[src/rtl/cbmc_pkg.sv]
// ----------------------------------------------------------------------------
// cbmc_pkg
// Shared types and constants of the bilinear chroma motion compensation block.
// ----------------------------------------------------------------------------
package cbmc_pkg;

	localparam int PIX_W      = 8;
	localparam int FRAC_W     = 3;
	localparam int BW_W       = 4;
	localparam int BH_W       = 5;
	localparam int CFG_IDX_W  = 3;
	localparam int CFG_DATA_W = 5;

	localparam logic [CFG_IDX_W-1:0] REG_FRAC_X       = 3'd0;
	localparam logic [CFG_IDX_W-1:0] REG_FRAC_Y       = 3'd1;
	localparam logic [CFG_IDX_W-1:0] REG_BLOCK_WIDTH  = 3'd2;
	localparam logic [CFG_IDX_W-1:0] REG_BLOCK_HEIGHT = 3'd3;
	localparam logic [CFG_IDX_W-1:0] REG_AVERAGE_MODE = 3'd4;

	localparam logic [BW_W-1:0] BLOCK_WIDTH_RST  = 4'd8;
	localparam logic [BH_W-1:0] BLOCK_HEIGHT_RST = 5'd8;

	localparam int FRAC_ONE  = 8;
	localparam int ROUND     = 32;
	localparam int SHIFT     = 6;
	localparam int PIX_MAX   = 255;
	localparam int WEIGHT_W  = 7;
	localparam int PROD_W    = PIX_W + WEIGHT_W;
	localparam int SUM_W     = PROD_W + 2;

	typedef struct packed {
		logic [PIX_W-1:0] tl;
		logic [PIX_W-1:0] tr;
		logic [PIX_W-1:0] bl;
		logic [PIX_W-1:0] br;
		logic [PIX_W-1:0] dst;
		logic             last;
	} cbmc_taps_t;

endpackage

[src/rtl/cbmc_ram.sv]
// ----------------------------------------------------------------------------
// cbmc_ram
// Generic simple dual-port RAM: one write port, one read port, registered read.
// ----------------------------------------------------------------------------
module cbmc_ram #(
	parameter int WIDTH = 8,
	parameter int DEPTH = 9
) (
	input  logic                     clk,
	input  logic                     we,
	input  logic [$clog2(DEPTH)-1:0] waddr,
	input  logic [WIDTH-1:0]         wdata,
	input  logic                     re,
	input  logic [$clog2(DEPTH)-1:0] raddr,
	output logic [WIDTH-1:0]         rdata
);

	logic [WIDTH-1:0] mem_q [DEPTH];

	always_ff @(posedge clk) begin
		if (we) begin
			mem_q[waddr] <= wdata;
		end
		if (re) begin
			rdata <= mem_q[raddr];
		end
	end

endmodule

[src/rtl/cbmc_filter.sv]
// ----------------------------------------------------------------------------
// cbmc_filter
// Weighted 2x2 sum, rounding, clamp and optional average with the destination.
// ----------------------------------------------------------------------------
module cbmc_filter
	import cbmc_pkg::*;
(
	input  logic              clk,
	input  logic              arst_n,
	input  logic [FRAC_W-1:0] frac_x,
	input  logic [FRAC_W-1:0] frac_y,
	input  logic              average_mode,
	input  logic              in_valid,
	output logic              in_ready,
	input  cbmc_taps_t        taps,
	output logic              out_valid,
	input  logic              out_ready,
	output logic [PIX_W-1:0]  out_pixel,
	output logic              out_last
);

	logic [FRAC_W:0]   ix, iy, fx, fy;
	logic [WEIGHT_W-1:0] wa, wb, wc, wd;
	logic [PROD_W-1:0] pa_s2, pb_s2, pc_s2, pd_s2;
	logic [PIX_W-1:0]  dst_s2;
	logic              last_s2;
	logic              valid_s2;
	logic              out_valid_q;
	logic              out_free, s2_free;
	logic [SUM_W-1:0]  sum;
	logic [SUM_W-SHIFT-1:0] shifted;
	logic [PIX_W-1:0]  clamped;
	logic [PIX_W:0]    avg;
	logic [PIX_W-1:0]  result;

	assign fx = {1'b0, frac_x};
	assign fy = {1'b0, frac_y};
	assign ix = (FRAC_W+1)'(FRAC_ONE) - fx;
	assign iy = (FRAC_W+1)'(FRAC_ONE) - fy;
	assign wa = WEIGHT_W'({3'b0, ix} * {3'b0, iy});
	assign wb = WEIGHT_W'({3'b0, fx} * {3'b0, iy});
	assign wc = WEIGHT_W'({3'b0, ix} * {3'b0, fy});
	assign wd = WEIGHT_W'({3'b0, fx} * {3'b0, fy});

	assign out_free = !out_valid_q || out_ready;
	assign s2_free  = !valid_s2 || out_free;
	assign in_ready = s2_free;

	always_ff @(posedge clk or negedge arst_n) begin
		if (!arst_n) begin
			valid_s2 <= 1'b0;
		end else if (s2_free) begin
			valid_s2 <= in_valid;
		end
	end

	always_ff @(posedge clk) begin
		if (s2_free && in_valid) begin
			pa_s2   <= PROD_W'({{WEIGHT_W{1'b0}}, taps.tl} * {{PIX_W{1'b0}}, wa});
			pb_s2   <= PROD_W'({{WEIGHT_W{1'b0}}, taps.tr} * {{PIX_W{1'b0}}, wb});
			pc_s2   <= PROD_W'({{WEIGHT_W{1'b0}}, taps.bl} * {{PIX_W{1'b0}}, wc});
			pd_s2   <= PROD_W'({{WEIGHT_W{1'b0}}, taps.br} * {{PIX_W{1'b0}}, wd});
			dst_s2  <= taps.dst;
			last_s2 <= taps.last;
		end
	end

	always_comb begin
		sum     = SUM_W'(pa_s2) + SUM_W'(pb_s2) + SUM_W'(pc_s2) + SUM_W'(pd_s2)
		          + SUM_W'(ROUND);
		shifted = sum[SUM_W-1:SHIFT];
		clamped = (shifted > (SUM_W-SHIFT)'(PIX_MAX)) ? PIX_W'(PIX_MAX)
		                                              : shifted[PIX_W-1:0];
		avg     = ({1'b0, clamped} + {1'b0, dst_s2} + (PIX_W+1)'(1)) >> 1;
		result  = average_mode ? avg[PIX_W-1:0] : clamped;
	end

	always_ff @(posedge clk or negedge arst_n) begin
		if (!arst_n) begin
			out_valid_q <= 1'b0;
		end else if (out_free) begin
			out_valid_q <= valid_s2;
		end
	end

	always_ff @(posedge clk) begin
		if (out_free && valid_s2) begin
			out_pixel <= result;
			out_last  <= last_s2;
		end
	end

	assign out_valid = out_valid_q;

	a_out_hold: assert property (@(posedge clk) disable iff (!arst_n)
		valid_s2 && !s2_free |=> valid_s2 && $stable(pa_s2) && $stable(dst_s2))
		else $error("filter stage lost a held word");

	a_no_drop: assert property (@(posedge clk) disable iff (!arst_n)
		out_valid_q && !out_ready && valid_s2 |=> valid_s2)
		else $error("stage two dropped while output stalled");

	a_sum_range: assert property (@(posedge clk) disable iff (!arst_n)
		valid_s2 |-> shifted <= (SUM_W-SHIFT)'(PIX_MAX))
		else $error("weighted sum out of pixel range");

endmodule

[src/rtl/chroma_bilinear_mc.sv]
// ----------------------------------------------------------------------------
// chroma_bilinear_mc
// Eighth-pel bilinear chroma motion compensation over a streamed source window.
// ----------------------------------------------------------------------------
// Takes one source word per cycle when not stalled, block_height+1 rows of
// block_width+1 pixels in raster order, and returns one pixel for every source
// word outside the first row and column. The previous row sits in a one-read
// one-write RAM of MAX_WIDTH+1 entries: each word reads the entry above-right,
// reuses the previous read for above-left, and writes one entry; the
// end-of-row pixel is written in the next word's cycle, so the single write
// port sustains one word per cycle. The RAM needs no clearing after reset. The
// user must write configuration only while no word is in flight; not enforced.
module chroma_bilinear_mc
	import cbmc_pkg::*;
#(
	parameter int MAX_WIDTH  = 8,
	parameter int MAX_HEIGHT = 16
) (
	input  logic                  clk,
	input  logic                  arst_n,
	input  logic                  cfg_we,
	input  logic [CFG_IDX_W-1:0]  cfg_index,
	input  logic [CFG_DATA_W-1:0] cfg_wdata,
	input  logic                  s_tvalid,
	output logic                  s_tready,
	input  logic [15:0]           s_tdata,   // src_pixel [7:0], dst_pixel [15:8]
	input  logic                  s_tuser,   // block_start
	output logic                  m_tvalid,
	input  logic                  m_tready,
	output logic [7:0]            m_tdata,   // out_pixel [7:0]
	output logic                  m_tlast
);

	localparam int DEPTH = MAX_WIDTH + 1;
	localparam int CW    = $clog2(MAX_WIDTH + 1);
	localparam int RW    = $clog2(MAX_HEIGHT + 1);

	logic [FRAC_W-1:0] frac_x_q, frac_y_q;
	logic [BW_W-1:0]   width_q;
	logic [BH_W-1:0]   height_q;
	logic              avg_q;

	logic [CW-1:0]     col_q, col, pend_addr_q, waddr;
	logic [RW-1:0]     row_q, row;
	logic [CW-1:0]     eff_w;
	logic [RW-1:0]     eff_h;
	logic              pend_q;
	logic [PIX_W-1:0]  left_q, tr_q, rdata;
	logic              acc, we, row_end, emit, last;

	logic              valid_s1, emit_s1, last_s1, adv1;
	logic [PIX_W-1:0]  src_s1, dst_s1, left_s1;
	logic              flt_ready;
	cbmc_taps_t        taps;

	always_ff @(posedge clk or negedge arst_n) begin
		if (!arst_n) begin
			frac_x_q <= '0;
			frac_y_q <= '0;
			width_q  <= BLOCK_WIDTH_RST;
			height_q <= BLOCK_HEIGHT_RST;
			avg_q    <= 1'b0;
		end else if (cfg_we) begin
			unique case (cfg_index)
				REG_FRAC_X:       frac_x_q <= cfg_wdata[FRAC_W-1:0];
				REG_FRAC_Y:       frac_y_q <= cfg_wdata[FRAC_W-1:0];
				REG_BLOCK_WIDTH:  width_q  <= cfg_wdata[BW_W-1:0];
				REG_BLOCK_HEIGHT: height_q <= cfg_wdata[BH_W-1:0];
				REG_AVERAGE_MODE: avg_q    <= cfg_wdata[0];
				default: ;
			endcase
		end
	end

	always_comb begin
		if (width_q == '0) begin
			eff_w = CW'(1);
		end else if (32'(width_q) > MAX_WIDTH) begin
			eff_w = CW'(MAX_WIDTH);
		end else begin
			eff_w = CW'(width_q);
		end
		if (height_q == '0) begin
			eff_h = RW'(1);
		end else if (32'(height_q) > MAX_HEIGHT) begin
			eff_h = RW'(MAX_HEIGHT);
		end else begin
			eff_h = RW'(height_q);
		end
	end

	assign acc     = s_tvalid && s_tready;
	assign col     = s_tuser ? '0 : col_q;
	assign row     = s_tuser ? '0 : row_q;
	assign row_end = col >= eff_w;
	assign emit    = (row != '0) && (col != '0);
	assign last    = (row >= eff_h) && row_end;
	assign we      = acc && ((col != '0) || pend_q);
	assign waddr   = (col != '0) ? col - CW'(1) : pend_addr_q;

	cbmc_ram #(
		.WIDTH (PIX_W),
		.DEPTH (DEPTH)
	) u_line (
		.clk   (clk),
		.we    (we),
		.waddr (waddr),
		.wdata (left_q),
		.re    (acc),
		.raddr (col),
		.rdata (rdata)
	);

	always_ff @(posedge clk or negedge arst_n) begin
		if (!arst_n) begin
			col_q  <= '0;
			row_q  <= '0;
			pend_q <= 1'b0;
			left_q <= '0;
		end else if (acc) begin
			col_q  <= row_end ? '0 : col + CW'(1);
			row_q  <= row_end ? ((row >= eff_h) ? '0 : row + RW'(1)) : row;
			pend_q <= row_end;
			left_q <= s_tdata[7:0];
		end
	end

	always_ff @(posedge clk) begin
		if (acc) begin
			pend_addr_q <= col;
			src_s1      <= s_tdata[7:0];
			dst_s1      <= s_tdata[15:8];
			left_s1     <= left_q;
			emit_s1     <= emit;
			last_s1     <= last;
		end
		if (adv1) begin
			tr_q <= rdata;
		end
	end

	assign adv1     = valid_s1 && (!emit_s1 || flt_ready);
	assign s_tready = !valid_s1 || adv1;

	always_ff @(posedge clk or negedge arst_n) begin
		if (!arst_n) begin
			valid_s1 <= 1'b0;
		end else if (s_tready) begin
			valid_s1 <= s_tvalid;
		end
	end

	assign taps = '{tl: tr_q, tr: rdata, bl: left_s1, br: src_s1, dst: dst_s1,
	                last: last_s1};

	cbmc_filter u_filter (
		.clk          (clk),
		.arst_n       (arst_n),
		.frac_x       (frac_x_q),
		.frac_y       (frac_y_q),
		.average_mode (avg_q),
		.in_valid     (valid_s1 && emit_s1),
		.in_ready     (flt_ready),
		.taps         (taps),
		.out_valid    (m_tvalid),
		.out_ready    (m_tready),
		.out_pixel    (m_tdata),
		.out_last     (m_tlast)
	);

	a_col_range: assert property (@(posedge clk) disable iff (!arst_n)
		32'(col_q) <= MAX_WIDTH)
		else $error("column counter past line buffer");

	a_row_range: assert property (@(posedge clk) disable iff (!arst_n)
		32'(row_q) <= MAX_HEIGHT)
		else $error("row counter past block");

	a_pend_col: assert property (@(posedge clk) disable iff (!arst_n)
		pend_q |-> col_q == '0)
		else $error("deferred write pending mid-row");

	a_no_collide: assert property (@(posedge clk) disable iff (!arst_n)
		we |-> waddr != col)
		else $error("line buffer read and write hit one entry");

endmodule
[config.mk]
export PLATFORM = sky130hd
export DESIGN_NAME = chroma_bilinear_mc
export DESIGN_NICKNAME = d
export VERILOG_FILES = /design/src/rtl/cbmc_pkg.sv /design/src/rtl/cbmc_ram.sv /design/src/rtl/cbmc_filter.sv /design/src/rtl/chroma_bilinear_mc.sv
export SDC_FILE = /design/constraint.sdc
export NUM_CORES = 1
export LEC_CHECK = 0
export BUFFER_PORTS_ARGS = -buffer_cell sky130_fd_sc_hd__buf_2
export CORE_ASPECT_RATIO = 1.2
export CORE_MARGIN = 3
export CORE_UTILIZATION = 40
export CTS_BUF_LIST = sky130_fd_sc_hd__clkbuf_2 sky130_fd_sc_hd__clkbuf_4 sky130_fd_sc_hd__clkbuf_8
export DETAILED_ROUTE_END_ITERATION = 8
export GPL_ROUTABILITY_DRIVEN = 0
export PLACE_DENSITY_LB_ADDON = 0.1
export SYNTH_ARGS = -nofsm -noshare
export SYNTH_HDL_FRONTEND = slang
export SYNTH_SLANG_ARGS = --single-unit
[constraint.sdc]
create_clock -name clk -period 17.1 [get_ports clk]
set_input_delay 3.42 -clock clk [delete_from_list [all_inputs] [get_ports clk]]
set_output_delay 3.42 -clock clk [all_outputs]
set_load 0.01 [all_outputs]
* Word-level counts from Yosys, hierarchy flattened *
Memories as Yosys holds them, arrays and structs flattened. A register that Yosys moved wholly into a read port is not among the register bits.
Index checks and enable logic that the tools add are counted.

cells by class
  add/sub/neg operators = 11
  multiply operators = 8
  $lt $le $gt $ge = 5
  equal/unequal tests = 4
  muxes and demuxes = 14
  reductions and logical operators = 27

operator list
  kind                                                                              number
  8-bit by 7-bit multiplier with 15-bit output                                      4
  17-bit by 15-bit adder with 17-bit output                                         2
  5-bit two-way mux                                                                 5
  4-bit two-way mux                                                                 5
  17-bit by 6-bit adder with 17-bit output, second input constant                   1
  15-bit by 15-bit adder with 16-bit output                                         1
  8-bit two-way mux                                                                 2
  11-bit by 8-bit greater-than comparator with 1-bit output, second input constant  1
  2-bit AND reduction                                                               5
  8-bit by 8-bit adder with 9-bit output                                            1
  9-bit by 1-bit adder with 9-bit output, second input constant                     1
  1-bit logical AND                                                                 8
  4-bit by 3-bit subtractor with 4-bit output, first input constant                 2
  3-bit by 4-bit multiplier with 7-bit output                                       1
  4-bit by 3-bit multiplier with 7-bit output                                       1
  4-bit by 4-bit multiplier with 7-bit output                                       1
  3-bit by 2-bit equality test with 1-bit output, second input constant             2
  3-bit by 3-bit multiplier with 6-bit output                                       1
  5-bit by 1-bit adder with 5-bit output, second input constant                     1
  5-bit greater-or-equal comparator                                                 1
  5-bit greater-than comparator, second input constant                              1
  5-bit logical NOT                                                                 1
  1-bit logical OR                                                                  5
  5-bit nonzero test                                                                1
  11 further kinds                                                                  15

storage, ports and cells
  flip-flop bits (word level) = 153
  RAM bits = 72
  input port bits = 30
  output and inout port bits = 11
  logic and storage cells = 97
  memories = 1

memories
  name          words  width  rd ports  clocked after Yosys merged registers in  wr ports  RTL line        source
  u_line.mem_q  9      8      1         1                                        1         cbmc_ram.sv:18  logic [WIDTH-1:0] mem_q [DEPTH];

* Logic depth before layout (Yosys ltp) *
  word-level depth = 10
  mapped depth = 32
  gate-level depth less buffers = 31

* Cells and area by module *
From an unflattened synthesis, not the netlist that was laid out.

unflattened totals
  cell total of the unflattened synthesis = 1,676
  area total of the unflattened synthesis = 18,486.5 sq um

by module, submodules not included
  module              times used  cells an instance  area each (sq um)  sequential area each (sq um)
  cbmc_filter         1           1,254              12,189.2           2,392.3
  chroma_bilinear_mc  1           251                3,153.0            2,019.4
  cbmc_ram            1           171                3,144.3            2,402.3

* Least setup slack after synthesis *
OpenSTA, ideal clock, no wires.

  kind = in2out
  start point = input m_tready
  end point = output s_tready
  data arrival time = 3.884 ns
  required time = 13.680 ns
  path slack = 9.796 ns
  stages on the path = 3
  cell sequence = nand2b_1 nor2_1 nand3_1

on the way
  word-level cells in the longest chain between the ends = 5

RTL lines
  what                RTL line                   source
  start: declaration  chroma_bilinear_mc.sv:29   input logic m_tready,
  1-bit logical OR    cbmc_filter.sv:45          assign out_free = !out_valid_q || out_ready;
  1-bit logical OR    cbmc_filter.sv:46          assign s2_free = !valid_s2 || out_free;
  1-bit logical OR    chroma_bilinear_mc.sv:142  assign adv1 = valid_s1 && (!emit_s1 || flt_ready);
  1-bit logical AND   chroma_bilinear_mc.sv:142
  1-bit logical OR    chroma_bilinear_mc.sv:143  assign s_tready = !valid_s1 || adv1;
  end: declaration    chroma_bilinear_mc.sv:25   output logic s_tready,

No other way between the ends.

* Worst setup path in the final report *
  start point = register frac_y_q[0]
  end point = register u_filter.pa_s2[14], data pin

on the way
  word-level cells in the longest chain between the ends = 3

RTL lines
  what                                          RTL line                  source
  start: declaration                            chroma_bilinear_mc.sv:38  logic [FRAC_W-1:0] frac_x_q, frac_y_q;
  start signal: assignment                      chroma_bilinear_mc.sv:66  REG_FRAC_Y: frac_y_q <= cfg_wdata[FRAC_W-1:0];
  4-bit by 3-bit subtractor with 4-bit output   cbmc_filter.sv:39         assign iy = (FRAC_W+1)'(FRAC_ONE) - fy;
  4-bit by 4-bit multiplier with 7-bit output   cbmc_filter.sv:40         assign wa = WEIGHT_W'({3'b0, ix} * {3'b0, iy});
  8-bit by 7-bit multiplier with 15-bit output  cbmc_filter.sv:59         pa_s2 <= PROD_W'({{WEIGHT_W{1'b0}}, taps.tl} * {{PIX_W{1'b0}}, wa});
  end signal: assignment                        cbmc_filter.sv:59
  end: declaration                              cbmc_filter.sv:24         logic [PROD_W-1:0] pa_s2, pb_s2, pc_s2, pd_s2;

No other way between the ends.
A chain may end at the register's enable or synchronous reset.

==> impl_metrics.yaml <==
clock_tree:
  post_cts_resized: 0
  clockBufferDepth: 3
  cts_root_buffer: "clkbuf_8"
  cts_hold_buf: 0
  postCtsSetupRepairBufs: 0
  cts_sinks: 233
  cts_tree: "done"
  h-tree-depth: 2
  clock_latency_ps: 600
  clk_pin_slew_ps: 60
  cts_buffers: 41
critical_path:
  cp.arrival_ps: 8420
  critPathMostFrequentCell: "fa_1"
  critPathTopFamily: "adder cells"
  cp_max_fo: 25
  cp.depth: 28
  rr_worst_depth: 28
  cp_slowest_cell: "dfrtp_1"
  start_kind: "flip-flop"
  crit_buf_inv: 6
  cp.required_ps: 17440
  crit_type: "reg -> reg"
  end_kind: "flip-flop"
  slowest_delay_ps: 720
timing:
  setup_slack_ps: 9023
  rsz0062_at_grt: "no"
  fin_worst_skew_ps: 42.46
  slew_viol_final: 0
  slew_headroom_pct: 38.01
  fmax_mhz: 123.8
  setup_viol: 0
  finalCriticalPeriod_ps: 8077
  finalSetupTns_ps: 0
  tightestPinTransition_ps: 929.8
  whs_ps: 413.8
  hold_viol: 0
  period_share_pct: 47.23
cells_and_area:
  layout.nets: 2088
  syn2layout_area_growth_pct: 10.09
  final_cell_mix: "236 x nand2_1, 217 x ha_1, 196 x edfxtp_1"
  layout-drive-gt1-share_pct: 9.642
  final_common_cell: "nand2_1"
  final_util_pct: 44.63
synth:
  avgSynthCellArea_um2: 11.15
  syn-instance-count: 1632
  yosysTopAreaCell: "edfxtp_1"
  ys_ff_latch: 233
  synth_top_family_by_area: "adder cells"
  synth-xor-area-share_pct: 3.899
  synth_nets: 2019
  synth-seq-area-share_pct: 37.45
  synthSimpleGateAreaFrac_pct: 13.46
  ys_warn_count: 0
  synth_area_leaders: "edfxtp_1 32%, fa_1 15%, ha_1 15%"
  async_reset_ff_share_pct: 15.88
  synth_compound_area_share_pct: 7.983
  ys_types: 69
  muxShareOfSynthArea_pct: 2.359
  ys.flop_type: "edfxtp_1"
  yosys.area_share.adder_pct: 30.32
  synth_area_um2: 18200
  synth_edf_count: 196
  yosysTopAreaCellShare_pct: 32.35
global_route:
  grt_use_total_pct: 17.08
  first_global_vias: 12299
  grt_pass1_wl_um: 65400
  grt_antenna_before_repair: 1
  grt_max_degree: 70
  overflow: 0
job:
  cap_viol_max_count: 0
die:
  fp-row-count: 85
  die_w_um: 200.7
  core_um2: 44880
  start_util_pct: 40.54
  io_pins: 41
  dieArea_um2: 48100
  die_h_um: 239.6
status:
  status: "finished, final reports clean"
routing:
  vias_per_cell: 4.891
  wl_um: 39340
  drt_iter0_drc: 360
  via_count: 11454
  routedWlPerCell_um: 16.80
  first_pass_iters: 6
  drc: 0
  antenna_left: 0
hold_path:
  hold_path.class: "reg -> reg"
  hold_path_depth: 0
placed_design:
  io_buffer_count: 40
  hpwlAfterDp_um: 31010
  post-place-ws_ps: 8899
-- synthesized netlist by cell type (18+ instances only) --
| master | instances |
|---|---|
| nor3_1 | 23 |
| clkbuf_1 | 19 |
| edfxtp_1 | 196 |
| a21o_1 | 28 |
| xnor2_1 | 59 |
| a21oi_1 | 47 |
| and2_1 | 93 |
| dfrtp_1 | 35 |
| o21ai_0 | 39 |
| xor2_1 | 22 |
| inv_1 | 192 |
| nor2_1 | 68 |
| nor2b_1 | 18 |
| and3_1 | 23 |
| fa_1 | 140 |
| nand2_1 | 236 |
| ha_1 | 217 |
-- through the flow --
step	instance area, µm²	instances
2_1_floorplan	18200	1632
3_3_place_gp	19130	2267
3_5_place_dp	19130	2267
4_1_cts	20030	2341
5_1_grt	20030	2342
6_report	20030	2342
-- kinds of logic (layout without fill, tap and decap cells) --
family / after synthesis / after routing
buffers and inverters: 215 / 315
and+or+nand+nor: 511 / 511
AOI/OAI and AO/OA: 204 / 204
adders and majority gates: 357 / 357
other: 0 / 1
muxes: 31 / 31
xor gates and xnor gates: 81 / 81
DFF: 233 / 233
-- registers in the layout, indices dropped and copies added (netlist names), 8 cells and up --
signal	count
dst_s1	8
src_s1	8
left_s1	8
u_filter.dst_s2	8
u_line.mem_q	72
tr_q	8
u_line.rdata	8
u_filter.pc_s2	15
u_filter.pd_s2	15
u_filter.pb_s2	15
left_q	8
u_filter.pa_s2	15
u_filter.out_pixel	8
-- metal layers --
| layer | share of wire, % | track usage [%] | up-vias |
|---|---|---|---|
| met3 | 2.2 | 2.039 | 63 |
| met5 | 0 | 0 | - |
| met2 | 50 | 30.96 | 126 |
| li1 | - | - | 5694 |
| met1 | 45 | 21.21 | 5571 |
| met4 | 2.8 | 5.815 | 0 |
-- final timing paths --
| kind | startpoint | end | slack (ps) |
|---|---|---|---|
| hold / removal | dst_s1[6] | u_filter.dst_s2[6] | 410 |
| hold reg to reg | dst_s1[6] | u_filter.dst_s2[6] | 410 |
| min in group asynchronous | arst_n | row_q[3] | 2930 |
| setup reg to reg | frac_y_q[0] | u_filter.pa_s2[14] | 9020 |
| max in group asynchronous | arst_n | frac_x_q[0] | 13570 |
| setup / recovery | frac_y_q[0] | u_filter.pa_s2[14] | 9020 |
-- layout make-up --
class                           count  area [µm²]
Fill cell                        4273       24850
Multi-Input combinational cell   1184       10570
Sequential cell                   233        6814
Tap cell                          609       762.0
Inverter                          192       720.7
Clock buffer                       52       659.4
Timing Repair Buffer               49       267.8
Clock inverter                     22       240.2
Antenna cell                        1       2.502
Power is left out: the tool's default activity adds up to more than one toggle a clock period on the data nets, which glitch-free logic cannot reach.
